--- src/sv/sss_pkg.sv ---
// ----------------------------------------------------------------------------
// sss_pkg
// Shared widths, controller states and the command and status bundles that
// connect the sample set statistics controller and datapath.
// ----------------------------------------------------------------------------
`timescale 1ns / 1ps
`default_nettype none

package sss_pkg;

    localparam int SAMPLE_W   = 24;
    localparam int COUNT_W    = 17;
    localparam int SUM_W      = 40;
    localparam int SQSUM_W    = 64;
    localparam int SQUARE_W   = 2 * SAMPLE_W;
    localparam int VAR_W      = 48;
    localparam int ROOT_W     = VAR_W / 2;
    localparam int IN_DATA_W  = 24;
    // mean, variance, deviation, min, max, count packed, padded to bytes
    localparam int OUT_FIELDS_W = SAMPLE_W + VAR_W + ROOT_W + SAMPLE_W + SAMPLE_W + COUNT_W;
    localparam int OUT_DATA_W   = ((OUT_FIELDS_W + 7) / 8) * 8;

    localparam int DEFAULT_MAX_SAMPLES = 65536;
    localparam int DEFAULT_SAMPLE_BITS = 24;

    typedef enum logic [3:0] {
        ST_ACCUM,
        ST_MEAN_START,
        ST_MEAN_WAIT,
        ST_MSQ_START,
        ST_MSQ_WAIT,
        ST_VAR,
        ST_ROOT_START,
        ST_ROOT_WAIT,
        ST_OUTPUT
    } state_t;

    typedef struct packed {
        logic acc_en;
        logic div_start;
        logic div_msq;
        logic take_mean;
        logic take_msq;
        logic var_load;
        logic root_start;
        logic out_load;
    } cmd_t;

    typedef struct packed {
        logic div_done;
        logic root_done;
    } status_t;

endpackage

`default_nettype wire

--- src/sv/sss_divider.sv ---
// ----------------------------------------------------------------------------
// sss_divider
// Restoring divider, one quotient bit per cycle, shared by the mean and the
// mean-square divisions.
// ----------------------------------------------------------------------------
`timescale 1ns / 1ps
`default_nettype none

module sss_divider #(
    parameter int DIVIDEND_W = sss_pkg::SQSUM_W,
    parameter int DIVISOR_W  = sss_pkg::COUNT_W
) (
    input  wire logic                  clk,
    input  wire logic                  rst_n,
    input  wire logic                  start,
    input  wire logic [DIVIDEND_W-1:0] dividend,
    input  wire logic [DIVISOR_W-1:0]  divisor,
    output logic                       done,
    output logic [DIVIDEND_W-1:0]      quotient
);

    localparam int CNT_W = $clog2(DIVIDEND_W);

    logic                  busy_reg;
    logic                  done_reg;
    logic [CNT_W-1:0]      cnt_reg;
    logic [DIVIDEND_W-1:0] quo_reg;
    logic [DIVISOR_W-1:0]  rem_reg;
    logic [DIVISOR_W-1:0]  div_reg;
    logic [DIVISOR_W:0]    rem_shift;
    logic [DIVISOR_W:0]    rem_diff;
    logic                  fits;

    // bring the next dividend bit down into the partial remainder
    assign rem_shift = {rem_reg, quo_reg[DIVIDEND_W-1]};
    assign fits      = rem_shift >= {1'b0, div_reg};
    assign rem_diff  = rem_shift - {1'b0, div_reg};

    always_ff @(posedge clk or negedge rst_n)
    begin
        if (!rst_n)
        begin
            busy_reg <= 1'b0;
            done_reg <= 1'b0;
            cnt_reg  <= '0;
        end
        else
        begin
            done_reg <= 1'b0;
            if (start)
            begin
                busy_reg <= 1'b1;
                cnt_reg  <= CNT_W'(DIVIDEND_W - 1);
            end
            else if (busy_reg)
            begin
                cnt_reg <= cnt_reg - 1'b1;
                if (cnt_reg == '0)
                begin
                    busy_reg <= 1'b0;
                    done_reg <= 1'b1;
                end
            end
        end
    end

    always_ff @(posedge clk)
    begin
        if (start)
        begin
            quo_reg <= dividend;
            rem_reg <= '0;
            div_reg <= divisor;
        end
        else if (busy_reg)
        begin
            quo_reg <= {quo_reg[DIVIDEND_W-2:0], fits};
            rem_reg <= fits ? rem_diff[DIVISOR_W-1:0] : rem_shift[DIVISOR_W-1:0];
        end
    end

    assign done     = done_reg;
    assign quotient = quo_reg;

endmodule

`default_nettype wire

--- src/sv/sss_isqrt.sv ---
// ----------------------------------------------------------------------------
// sss_isqrt
// Digit-by-digit integer square root, one root bit per cycle.
// ----------------------------------------------------------------------------
`timescale 1ns / 1ps
`default_nettype none

module sss_isqrt #(
    parameter int VALUE_W = sss_pkg::VAR_W
) (
    input  wire logic                   clk,
    input  wire logic                   rst_n,
    input  wire logic                   start,
    input  wire logic [VALUE_W-1:0]     value,
    output logic                        done,
    output logic [VALUE_W/2-1:0]        root
);

    localparam int RT_W  = VALUE_W / 2;
    localparam int REM_W = RT_W + 3;
    localparam int CNT_W = $clog2(RT_W);

    logic               busy_reg;
    logic               done_reg;
    logic [CNT_W-1:0]   cnt_reg;
    logic [VALUE_W-1:0] val_reg;
    logic [REM_W-1:0]   rem_reg;
    logic [RT_W-1:0]    root_reg;
    logic [REM_W-1:0]   rem_shift;
    logic [REM_W-1:0]   trial;
    logic               fits;

    // two value bits join the remainder each step, trial is 4*root + 1
    assign rem_shift = {rem_reg[REM_W-3:0], val_reg[VALUE_W-1 -: 2]};
    assign trial     = {1'b0, root_reg, 2'b01};
    assign fits      = rem_shift >= trial;

    always_ff @(posedge clk or negedge rst_n)
    begin
        if (!rst_n)
        begin
            busy_reg <= 1'b0;
            done_reg <= 1'b0;
            cnt_reg  <= '0;
        end
        else
        begin
            done_reg <= 1'b0;
            if (start)
            begin
                busy_reg <= 1'b1;
                cnt_reg  <= CNT_W'(RT_W - 1);
            end
            else if (busy_reg)
            begin
                cnt_reg <= cnt_reg - 1'b1;
                if (cnt_reg == '0)
                begin
                    busy_reg <= 1'b0;
                    done_reg <= 1'b1;
                end
            end
        end
    end

    always_ff @(posedge clk)
    begin
        if (start)
        begin
            val_reg  <= value;
            rem_reg  <= '0;
            root_reg <= '0;
        end
        else if (busy_reg)
        begin
            val_reg  <= {val_reg[VALUE_W-3:0], 2'b00};
            rem_reg  <= fits ? (rem_shift - trial) : rem_shift;
            root_reg <= {root_reg[RT_W-2:0], fits};
        end
    end

    assign done = done_reg;
    assign root = root_reg;

endmodule

`default_nettype wire

--- src/sv/sss_datapath.sv ---
// ----------------------------------------------------------------------------
// sss_datapath
// Running accumulators, shared divider, mean squaring, variance and root,
// and the result register.
// ----------------------------------------------------------------------------
`timescale 1ns / 1ps
`default_nettype none

module sss_datapath #(
    parameter int MAX_SAMPLES = sss_pkg::DEFAULT_MAX_SAMPLES,
    parameter int SAMPLE_BITS = sss_pkg::DEFAULT_SAMPLE_BITS
) (
    input  wire logic                            clk,
    input  wire logic                            rst_n,
    input  wire sss_pkg::cmd_t                   cmd,
    input  wire logic [sss_pkg::SAMPLE_W-1:0]    sample,
    output sss_pkg::status_t                     status,
    output logic [sss_pkg::OUT_DATA_W-1:0]       out_data,
    output logic                                 out_flag
);

    localparam int SAMPLE_W = sss_pkg::SAMPLE_W;
    localparam int COUNT_W  = sss_pkg::COUNT_W;
    localparam int SUM_W    = sss_pkg::SUM_W;
    localparam int SQSUM_W  = sss_pkg::SQSUM_W;
    localparam int SQUARE_W = sss_pkg::SQUARE_W;
    localparam int VAR_W    = sss_pkg::VAR_W;
    localparam int ROOT_W   = sss_pkg::ROOT_W;
    localparam int PAD_W    = sss_pkg::OUT_DATA_W - sss_pkg::OUT_FIELDS_W;

    logic [SAMPLE_W-1:0] smp;
    logic                room;

    logic [COUNT_W-1:0]  count_reg;
    logic [SUM_W-1:0]    sum_reg;
    logic [SQSUM_W-1:0]  sqsum_reg;
    logic [SAMPLE_W-1:0] min_reg;
    logic [SAMPLE_W-1:0] max_reg;
    logic                ovf_reg;
    logic [SQUARE_W-1:0] square_reg;
    logic                square_pend_reg;

    logic [SQSUM_W-1:0]  dividend;
    logic [SQSUM_W-1:0]  quotient;
    logic                div_done;
    logic [SAMPLE_W-1:0] mean_reg;
    logic [VAR_W-1:0]    msq_reg;
    logic [VAR_W-1:0]    mean_sq_reg;
    logic [VAR_W-1:0]    var_reg;
    logic [VAR_W-1:0]    var_next;
    logic [ROOT_W-1:0]   root;
    logic                root_done;

    logic [sss_pkg::OUT_DATA_W-1:0] out_data_reg;
    logic                           out_flag_reg;

    assign smp  = SAMPLE_W'(sample[SAMPLE_BITS-1:0]);
    assign room = count_reg < COUNT_W'(MAX_SAMPLES);

    always_ff @(posedge clk or negedge rst_n)
    begin
        if (!rst_n)
        begin
            count_reg       <= '0;
            sum_reg         <= '0;
            sqsum_reg       <= '0;
            min_reg         <= '1;
            max_reg         <= '0;
            ovf_reg         <= 1'b0;
            square_pend_reg <= 1'b0;
        end
        else if (cmd.out_load)
        begin
            count_reg       <= '0;
            sum_reg         <= '0;
            sqsum_reg       <= '0;
            min_reg         <= '1;
            max_reg         <= '0;
            ovf_reg         <= 1'b0;
            square_pend_reg <= 1'b0;
        end
        else
        begin
            square_pend_reg <= cmd.acc_en && room;
            if (cmd.acc_en)
            begin
                if (room)
                begin
                    count_reg <= count_reg + 1'b1;
                    sum_reg   <= sum_reg + SUM_W'(smp);
                    if (smp < min_reg)
                    begin
                        min_reg <= smp;
                    end
                    if (smp > max_reg)
                    begin
                        max_reg <= smp;
                    end
                end
                else
                begin
                    ovf_reg <= 1'b1;
                end
            end
            // square lands in the sum in the cycle after its beat
            if (square_pend_reg)
            begin
                sqsum_reg <= sqsum_reg + SQSUM_W'(square_reg);
            end
        end
    end

    always_ff @(posedge clk)
    begin
        if (cmd.acc_en)
        begin
            square_reg <= smp * smp;
        end
    end

    assign dividend = cmd.div_msq ? sqsum_reg : SQSUM_W'(sum_reg);

    sss_divider #(
        .DIVIDEND_W (SQSUM_W),
        .DIVISOR_W  (COUNT_W)
    ) u_divider (
        .clk      (clk),
        .rst_n    (rst_n),
        .start    (cmd.div_start),
        .dividend (dividend),
        .divisor  (count_reg),
        .done     (div_done),
        .quotient (quotient)
    );

    assign var_next = (msq_reg > mean_sq_reg) ? (msq_reg - mean_sq_reg) : '0;

    always_ff @(posedge clk)
    begin
        if (cmd.take_mean)
        begin
            mean_reg <= quotient[SAMPLE_W-1:0];
        end
        if (cmd.take_msq)
        begin
            msq_reg <= quotient[VAR_W-1:0];
        end
        mean_sq_reg <= mean_reg * mean_reg;
        if (cmd.var_load)
        begin
            var_reg <= var_next;
        end
    end

    sss_isqrt #(
        .VALUE_W (VAR_W)
    ) u_isqrt (
        .clk   (clk),
        .rst_n (rst_n),
        .start (cmd.root_start),
        .value (var_reg),
        .done  (root_done),
        .root  (root)
    );

    always_ff @(posedge clk)
    begin
        if (cmd.out_load)
        begin
            out_data_reg <= {{PAD_W{1'b0}}, count_reg, max_reg, min_reg,
                             root, var_reg, mean_reg};
            out_flag_reg <= ovf_reg;
        end
    end

    assign status.div_done  = div_done;
    assign status.root_done = root_done;
    assign out_data         = out_data_reg;
    assign out_flag         = out_flag_reg;

endmodule

`default_nettype wire

--- src/sv/sss_controller.sv ---
// ----------------------------------------------------------------------------
// sss_controller
// Sequences accumulation, the two divisions, the variance and the root, and
// owns both stream handshakes.
// ----------------------------------------------------------------------------
`timescale 1ns / 1ps
`default_nettype none

module sss_controller (
    input  wire logic             clk,
    input  wire logic             rst_n,
    input  wire logic             s_tvalid,
    output logic                  s_tready,
    input  wire logic             s_tlast,
    output logic                  m_tvalid,
    input  wire logic             m_tready,
    input  wire sss_pkg::status_t status,
    output sss_pkg::cmd_t         cmd
);

    sss_pkg::state_t state_reg;
    sss_pkg::state_t state_next;
    logic            m_tvalid_reg;
    logic            out_free;
    logic            accept;

    assign out_free = !m_tvalid_reg || m_tready;
    assign accept   = s_tvalid && (state_reg == sss_pkg::ST_ACCUM);

    always_comb
    begin
        state_next = state_reg;
        unique case (state_reg)
            sss_pkg::ST_ACCUM:
            begin
                if (accept && s_tlast)
                begin
                    state_next = sss_pkg::ST_MEAN_START;
                end
            end
            sss_pkg::ST_MEAN_START: state_next = sss_pkg::ST_MEAN_WAIT;
            sss_pkg::ST_MEAN_WAIT:
            begin
                if (status.div_done)
                begin
                    state_next = sss_pkg::ST_MSQ_START;
                end
            end
            sss_pkg::ST_MSQ_START:  state_next = sss_pkg::ST_MSQ_WAIT;
            sss_pkg::ST_MSQ_WAIT:
            begin
                if (status.div_done)
                begin
                    state_next = sss_pkg::ST_VAR;
                end
            end
            sss_pkg::ST_VAR:        state_next = sss_pkg::ST_ROOT_START;
            sss_pkg::ST_ROOT_START: state_next = sss_pkg::ST_ROOT_WAIT;
            sss_pkg::ST_ROOT_WAIT:
            begin
                if (status.root_done)
                begin
                    state_next = sss_pkg::ST_OUTPUT;
                end
            end
            sss_pkg::ST_OUTPUT:
            begin
                if (out_free)
                begin
                    state_next = sss_pkg::ST_ACCUM;
                end
            end
            default:                state_next = sss_pkg::ST_ACCUM;
        endcase
    end

    always_comb
    begin
        cmd      = '0;
        s_tready = 1'b0;
        unique case (state_reg)
            sss_pkg::ST_ACCUM:
            begin
                s_tready   = 1'b1;
                cmd.acc_en = s_tvalid;
            end
            sss_pkg::ST_MEAN_START: cmd.div_start = 1'b1;
            sss_pkg::ST_MEAN_WAIT:  cmd.take_mean = status.div_done;
            sss_pkg::ST_MSQ_START:
            begin
                cmd.div_start = 1'b1;
                cmd.div_msq   = 1'b1;
            end
            sss_pkg::ST_MSQ_WAIT:   cmd.take_msq   = status.div_done;
            sss_pkg::ST_VAR:        cmd.var_load   = 1'b1;
            sss_pkg::ST_ROOT_START: cmd.root_start = 1'b1;
            sss_pkg::ST_ROOT_WAIT:  cmd.acc_en     = 1'b0;
            sss_pkg::ST_OUTPUT:     cmd.out_load   = out_free;
            default:                cmd            = '0;
        endcase
    end

    always_ff @(posedge clk or negedge rst_n)
    begin
        if (!rst_n)
        begin
            state_reg    <= sss_pkg::ST_ACCUM;
            m_tvalid_reg <= 1'b0;
        end
        else
        begin
            state_reg <= state_next;
            if (cmd.out_load)
            begin
                m_tvalid_reg <= 1'b1;
            end
            else if (m_tready)
            begin
                m_tvalid_reg <= 1'b0;
            end
        end
    end

    assign m_tvalid = m_tvalid_reg;

endmodule

`default_nettype wire

--- src/sv/sample_set_statistics.sv ---
// ----------------------------------------------------------------------------
// sample_set_statistics
// Running count, mean, variance, deviation, minimum and maximum over sets of
// unsigned samples; one result beat per set.
// ----------------------------------------------------------------------------
//  channel | direction | beat contents
//  s_*     | in        | tdata: sample; tlast: last sample of the set
//  m_*     | out       | tdata: mean, variance, deviation, min, max, count;
//          |           | tuser: overflowed
//
//  samples are taken one per cycle while accumulating
//  after the beat with tlast, intake stops for two 64-step divisions on the
//  shared divider, a 24-step root and the sequencing states
//  the finished result sits in an output register; the next set accumulates
//  while it waits, a second set end waits for it to be taken
//  reset is asynchronous, active low, and clears all accumulators
// ----------------------------------------------------------------------------
`timescale 1ns / 1ps
`default_nettype none

module sample_set_statistics #(
    parameter int MAX_SAMPLES = sss_pkg::DEFAULT_MAX_SAMPLES,
    parameter int SAMPLE_BITS = sss_pkg::DEFAULT_SAMPLE_BITS
) (
    input  wire logic                             clk,
    input  wire logic                             rst_n,
    input  wire logic                             s_tvalid,
    output logic                                  s_tready,
    input  wire logic [sss_pkg::IN_DATA_W-1:0]    s_tdata,  // sample
    input  wire logic                             s_tlast,
    output logic                                  m_tvalid,
    input  wire logic                             m_tready,
    // mean_value, variance_value, deviation_value, min_value, max_value,
    // sample_count, zero pad
    output logic [sss_pkg::OUT_DATA_W-1:0]        m_tdata,
    output logic                                  m_tuser   // overflowed
);

    sss_pkg::cmd_t    cmd;
    sss_pkg::status_t status;

    sss_controller u_controller (
        .clk      (clk),
        .rst_n    (rst_n),
        .s_tvalid (s_tvalid),
        .s_tready (s_tready),
        .s_tlast  (s_tlast),
        .m_tvalid (m_tvalid),
        .m_tready (m_tready),
        .status   (status),
        .cmd      (cmd)
    );

    sss_datapath #(
        .MAX_SAMPLES (MAX_SAMPLES),
        .SAMPLE_BITS (SAMPLE_BITS)
    ) u_datapath (
        .clk      (clk),
        .rst_n    (rst_n),
        .cmd      (cmd),
        .sample   (s_tdata[sss_pkg::SAMPLE_W-1:0]),
        .status   (status),
        .out_data (m_tdata),
        .out_flag (m_tuser)
    );

endmodule

`default_nettype wire

--- config.mk ---
export PLATFORM = sky130hd
export DESIGN_NAME = sample_set_statistics
export DESIGN_NICKNAME = d
export VERILOG_FILES = /design/src/sv/sss_pkg.sv /design/src/sv/sss_divider.sv /design/src/sv/sss_isqrt.sv /design/src/sv/sss_datapath.sv /design/src/sv/sss_controller.sv /design/src/sv/sample_set_statistics.sv
export SDC_FILE = /design/constraint.sdc
export NUM_CORES = 2
export LEC_CHECK = 0
export ABC_AREA = 1
export ABC_CLOCK_PERIOD_IN_PS = 20200
export BUFFER_PORTS_ARGS = -buffer_cell sky130_fd_sc_hd__buf_2
export CORE_MARGIN = 2
export CORE_UTILIZATION = 45
export CTS_CLUSTER_SIZE = 10
export DETAILED_ROUTE_END_ITERATION = 10
export GPL_TIMING_DRIVEN = 0
export PLACE_DENSITY_LB_ADDON = 0.3
export SYNTH_ARGS = -nofsm -noshare
export SYNTH_HDL_FRONTEND = slang
export SYNTH_HIERARCHICAL = 1
export SYNTH_SLANG_ARGS = --single-unit
--- constraint.sdc ---
create_clock -name clk -period 20.2 [get_ports clk]
set_input_delay 2.02 -clock clk [delete_from_list [all_inputs] [get_ports clk]]
set_output_delay 2.02 -clock clk [all_outputs]
set_load 0.01 [all_outputs]
==> flow_summary.html <==
<table>
<tr><th>Metric</th><th>Value</th></tr>
<tr><th colspan="2">Floorplanning</th></tr>
<tr><td>Initial core utilization</td><td>45.4%</td></tr>
<tr><td>Core Footprint</td><td>168000 um^2</td></tr>
<tr><td>Num rows</td><td>150</td></tr>
<tr><td>Die extent in y</td><td>415 um</td></tr>
<tr><td>Chip Width</td><td>415 um</td></tr>
<tr><td># IOs</td><td>200</td></tr>
<tr><td>Total die area</td><td>172000 um^2</td></tr>
<tr><th colspan="2">Timing</th></tr>
<tr><td>Final count of hold timing violations</td><td>0</td></tr>
<tr><td>RSZ-0062 raised after global routing</td><td>no</td></tr>
<tr><td>Measured slew at the worst slew-check pin</td><td>1.23 ns</td></tr>
<tr><td>Share of the clock period used by the worst path</td><td>47.8%</td></tr>
<tr><td>Minimum period implied by the final worst setup slack</td><td>9.66 ns</td></tr>
<tr><td>Setup skew after layout</td><td>0.0393 ns</td></tr>
<tr><td>Setup Total Neg Slack</td><td>0 ns</td></tr>
<tr><td>Pins over their slew limit</td><td>0</td></tr>
<tr><td>Normalized max-slew margin</td><td>18.2%</td></tr>
<tr><td>Final setup violation count</td><td>0</td></tr>
<tr><td>Maximum clock rate</td><td>103 MHz</td></tr>
<tr><th colspan="2">Worst hold path</th></tr>
<tr><td>Hold depth</td><td>0</td></tr>
<tr><td>Hold Path Sink</td><td>u_datapath/out_data[73]</td></tr>
<tr><td>Path type of the worst min-delay path</td><td>reg2reg</td></tr>
<tr><td>Hold_sp</td><td>u_datapath/u_isqrt/root[1]</td></tr>
<tr><th colspan="2">CTS</th></tr>
<tr><td>Register clock-pin slew on the reported worst setup and hold paths</td><td>0.06 ns</td></tr>
<tr><td>Cts hold-fix bufs</td><td>0</td></tr>
<tr><td>Cts bufs inserted</td><td>93</td></tr>
<tr><td>Number of buffers inserted to repair setup after CTS</td><td>0</td></tr>
<tr><td>Clock Tree Root</td><td>sky130_fd_sc_hd__clkbuf_16</td></tr>
<tr><td>Clock insertion delay at the later pin of the skew report</td><td>0.72 ns</td></tr>
<tr><td>H-tree depth reported by CTS</td><td>3</td></tr>
<tr><td>Clock sink count</td><td>762</td></tr>
<tr><td>Max Buffers Root-to-Sink</td><td>3</td></tr>
<tr><td>CTS tree</td><td>done</td></tr>
<tr><td>Post-CTS resize count</td><td>0</td></tr>
<tr><th colspan="2">Yosys</th></tr>
<tr><td>Number of warning messages in the yosys log</td><td>6</td></tr>
<tr><td>Synth Cell Area</td><td>76100 um^2</td></tr>
<tr><td>Dominant synthesized flop cell</td><td>sky130_fd_sc_hd__edfxtp_1</td></tr>
<tr><td>Mapped Avg Cell Area</td><td>8.03 um^2</td></tr>
<tr><td>Dominant cells by area after synthesis</td><td>sky130_fd_sc_hd__fa_1 23%, sky130_fd_sc_hd__edfxtp_1 18%, sky130_fd_sc_hd__nand2_1 12%</td></tr>
<tr><td>Most area-hungry cell type in the Yosys netlist</td><td>sky130_fd_sc_hd__fa_1</td></tr>
<tr><td>Count of different cell masters after synthesis</td><td>64</td></tr>
<tr><td>Area fraction of the dominant cell type after synthesis</td><td>22.6%</td></tr>
<tr><td>Fraction of synthesis flops using an asynchronous set or reset pin</td><td>25.1%</td></tr>
<tr><td>Synthesis-stage register bit count</td><td>762</td></tr>
<tr><td>Post-synth EDFFs</td><td>458</td></tr>
<tr><td>Portion of the post-synthesis area used by sequential elements</td><td>27.4%</td></tr>
<tr><td>Cells after Synth</td><td>9467</td></tr>
<tr><td>Commonest cells post-synth</td><td>2498 x sky130_fd_sc_hd__nand2_1, 2321 x sky130_fd_sc_hd__inv_1, 857 x sky130_fd_sc_hd__fa_1</td></tr>
<tr><td>Library cell with the highest instance count after synthesis</td><td>sky130_fd_sc_hd__nand2_1</td></tr>
<tr><th colspan="2">GRT</th></tr>
<tr><td>Wire length of the first global-routing pass</td><td>366000 um</td></tr>
<tr><td>Total gr overflow</td><td>0</td></tr>
<tr><td>Number of global-route vias before repair</td><td>64000</td></tr>
<tr><td>Number of antenna violations at the first check in global routing</td><td>4</td></tr>
<tr><td>Maximum number of pins on one net before global-route repair</td><td>99</td></tr>
<tr><td>Gr usage total</td><td>27.6%</td></tr>
<tr><th colspan="2">Worst setup path</th></tr>
<tr><td>Flop-to-flop setup slack</td><td>11.77 ns</td></tr>
<tr><td>Terminus of the critical flop-to-flop path</td><td>u_datapath/mean_sq_reg[40]</td></tr>
<tr><td>Highest fanout seen on the critical path</td><td>10</td></tr>
<tr><td>Endpoint kind of the worst setup timing path</td><td>register</td></tr>
<tr><td>Critical register-to-register path startpoint</td><td>u_datapath/mean_reg[10]</td></tr>
<tr><td>CP startpoint kind</td><td>input port</td></tr>
<tr><td>Setup CP Type</td><td>in2reg</td></tr>
<tr><td>Arrival time reported for the critical path endpoint</td><td>10.11 ns</td></tr>
<tr><td>Cell count of the worst reg-to-reg path</td><td>22</td></tr>
<tr><td>Required time of the critical path</td><td>20.64 ns</td></tr>
<tr><th colspan="2">Route</th></tr>
<tr><td>Vias per std cell</td><td>5.13</td></tr>
<tr><td>Overall via count from detail_route</td><td>61900</td></tr>
<tr><td>Detailed Routing Iterations Pass 1</td><td>7</td></tr>
<tr><td>Antenna Nets Post-Route</td><td>0</td></tr>
<tr><td>Routed wire length</td><td>235000 um</td></tr>
<tr><td>WL per Instance</td><td>19.5 um</td></tr>
<tr><td>DRC errors left</td><td>0</td></tr>
<tr><td>Iteration-0 DRC Markers</td><td>5129</td></tr>
<tr><th colspan="2">Placement</th></tr>
<tr><td>GP Congestion</td><td>0.989</td></tr>
<tr><td>Detailed-placement wirelength estimate</td><td>193000 um</td></tr>
<tr><td>Post-detailed-placement cell area</td><td>80100 um^2</td></tr>
<tr><td>Input/output buffers</td><td>192</td></tr>
<tr><td># placed instances</td><td>11900</td></tr>
<tr><th colspan="2">Finish</th></tr>
<tr><td>Sequential cell area in the final layout</td><td>20800 um^2</td></tr>
<tr><td>Fin nets</td><td>11200</td></tr>
<tr><td>Number of cells in the finished layout apart from fillers</td><td>12100</td></tr>
<tr><td>Area used by multi-input combinational logic</td><td>45500 um^2</td></tr>
<tr><td>Area growth from synthesis to final layout</td><td>9.13%</td></tr>
<tr><td>Max reg flops</td><td>161</td></tr>
<tr><td>Share of the core filled with cells</td><td>49.5%</td></tr>
<tr><td>Fraction of layout instances using a drive strength above 1</td><td>5.13%</td></tr>
<tr><td># fillers</td><td>16100</td></tr>
<tr><td>Total non-filler cell area in the finished layout</td><td>83000 um^2</td></tr>
<tr><th colspan="2">Flow run</th></tr>
<tr><td>Number of max-capacitance violations reported</td><td>0</td></tr>
<tr><th colspan="2">Power and ir drop</th></tr>
<tr><td>Leakage</td><td>43.8 nW</td></tr>
<tr><td>Maximum resistive drop on vdd</td><td>0.751 mV</td></tr>
<tr><td>Total power divided by cell area</td><td>144 nW/um^2</td></tr>
<tr><th colspan="2">Outcome</th></tr>
<tr><td>Result of the run</td><td>finished clean</td></tr>
</table>
-- layout by cell type, fill, tap and decap left out, types with 11 or more instances in the layout --
| cell | instances |
|---|---|
| sky130_fd_sc_hd__inv_1 | 2320 |
| sky130_fd_sc_hd__nor3_1 | 76 |
| sky130_fd_sc_hd__o21ai_0 | 271 |
| sky130_fd_sc_hd__clkbuf_1 | 243 |
| sky130_fd_sc_hd__buf_6 | 11 |
| sky130_fd_sc_hd__nand2_2 | 11 |
| sky130_fd_sc_hd__inv_2 | 11 |
| sky130_fd_sc_hd__buf_2 | 194 |
| sky130_fd_sc_hd__a21oi_1 | 377 |
| sky130_fd_sc_hd__fa_1 | 857 |
| sky130_fd_sc_hd__a21boi_0 | 14 |
| sky130_fd_sc_hd__nor2_2 | 28 |
| sky130_fd_sc_hd__clkbuf_16 | 95 |
| sky130_fd_sc_hd__nand3b_1 | 15 |
| sky130_fd_sc_hd__ha_1 | 565 |
| sky130_fd_sc_hd__nand3_1 | 332 |
| sky130_fd_sc_hd__or2_2 | 22 |
| sky130_fd_sc_hd__a21oi_2 | 23 |
| sky130_fd_sc_hd__xor2_1 | 87 |
| sky130_fd_sc_hd__edfxtp_1 | 458 |
| sky130_fd_sc_hd__buf_1 | 15 |
| sky130_fd_sc_hd__buf_4 | 18 |
| sky130_fd_sc_hd__nand4_1 | 81 |
| sky130_fd_sc_hd__a21o_1 | 21 |
| sky130_fd_sc_hd__nor2_1 | 594 |
| sky130_fd_sc_hd__nand2_1 | 2498 |
| sky130_fd_sc_hd__nor4_1 | 12 |
| sky130_fd_sc_hd__dfrtp_1 | 167 |
| sky130_fd_sc_hd__o211ai_1 | 14 |
| sky130_fd_sc_hd__o21bai_1 | 30 |
| sky130_fd_sc_hd__dfxtp_1 | 113 |
| sky130_fd_sc_hd__o21a_1 | 14 |
| sky130_fd_sc_hd__o22ai_1 | 39 |
| sky130_fd_sc_hd__dfstp_2 | 24 |
| sky130_fd_sc_hd__xnor2_1 | 76 |
-- through the flow --
stage / setup WS [ns] / hold WS, ns / power, mW
after floorplan: 9.33 / 0.408 / 7.37
after global placement: 3.31 / 0.418 / 10.3
after detailed placement: 9.95 / 0.413 / 10.3
after CTS: 10.70 / 0.426 / 12.0
after global routing: 10.33 / 0.436 / 13.0
final: 10.54 / 0.424 / 12.0
-- where the power goes --
| group | switching [mW] | total, mW | internal [mW] |
|---|---|---|---|
| logic | 5.63 | 8.30 | 2.67 |
| clock network | 0.682 | 1.61 | 0.926 |
| registers | 0.0413 | 2.04 | 2.00 |
-- layout make-up --
class / instances / area share [%]
well taps: 2204 / 3.32
flip-flops and latches: 762 / 25.1
clock buffers: 153 / 3.15
plain buffers: 234 / 1.25
repair buffers: 205 / 1.47
multi-input cells: 6140 / 54.8
inverters: 2337 / 10.6
diodes: 2 / 0.00603
clock inverters: 21 / 0.345
-- per-layer routing --
| layer | track usage (%) | wire length [um] | vias to the layer above |
|---|---|---|---|
| met5 | 0 | 0 | - |
| met4 | 14.8 | 14600 | 0 |
| met3 | 4.08 | 15100 | 594 |
| met2 | 45.8 | 110000 | 2233 |
| met1 | 34.8 | 95200 | 29700 |
| li1 | - | - | 29300 |
-- critical path, stage by stage --
cell                       delay (ns)
sky130_fd_sc_hd__buf_2           0.37
sky130_fd_sc_hd__clkbuf_1        0.58
sky130_fd_sc_hd__clkbuf_1        0.94
sky130_fd_sc_hd__nand2_1         0.26
sky130_fd_sc_hd__fa_1            0.58
sky130_fd_sc_hd__inv_1           0.06
sky130_fd_sc_hd__fa_1            0.52
sky130_fd_sc_hd__fa_1            0.47
sky130_fd_sc_hd__fa_1            0.52
sky130_fd_sc_hd__fa_1            0.52
sky130_fd_sc_hd__fa_1            0.54
sky130_fd_sc_hd__inv_1           0.05
sky130_fd_sc_hd__fa_1            0.53
sky130_fd_sc_hd__inv_1           0.11
sky130_fd_sc_hd__ha_1            0.43
sky130_fd_sc_hd__a21oi_1         0.38
sky130_fd_sc_hd__o21ai_0         0.26
sky130_fd_sc_hd__a21oi_1         0.22
sky130_fd_sc_hd__nor2_1          0.06
sky130_fd_sc_hd__nor3_1          0.32
sky130_fd_sc_hd__nand3_1         0.15
sky130_fd_sc_hd__xor2_1          0.20
-- cell families after synthesis --
| family | synth area share [%] |
|---|---|
| fa+ha+maj | 31.9 |
| buf+inv | 12.9 |
| mux | 0.0888 |
| simple gates | 19.8 |
| other cells | 0.00493 |
| flops | 27.4 |
| compound gates | 6.11 |
| xor+xnor | 1.88 |
-- worst max-delay path by stage --
stage	depth (start not counted)	slack (ns)	endpoint	from
2_1_floorplan	6	9.33	u_datapath/sqsum_reg[30]	m_tready
3_3_place_gp	7	3.31	u_datapath/sqsum_reg[35]	m_tready
3_5_place_dp	26	9.95	u_datapath/square_reg[45]	s_tdata[11]
4_1_cts	26	10.70	u_datapath/square_reg[45]	s_tdata[11]
5_1_grt	26	10.33	u_datapath/square_reg[45]	s_tdata[11]
6_report	22	10.54	u_datapath/square_reg[40]	s_tdata[11]
No activity file was read; power rests on OpenSTA's default activity.
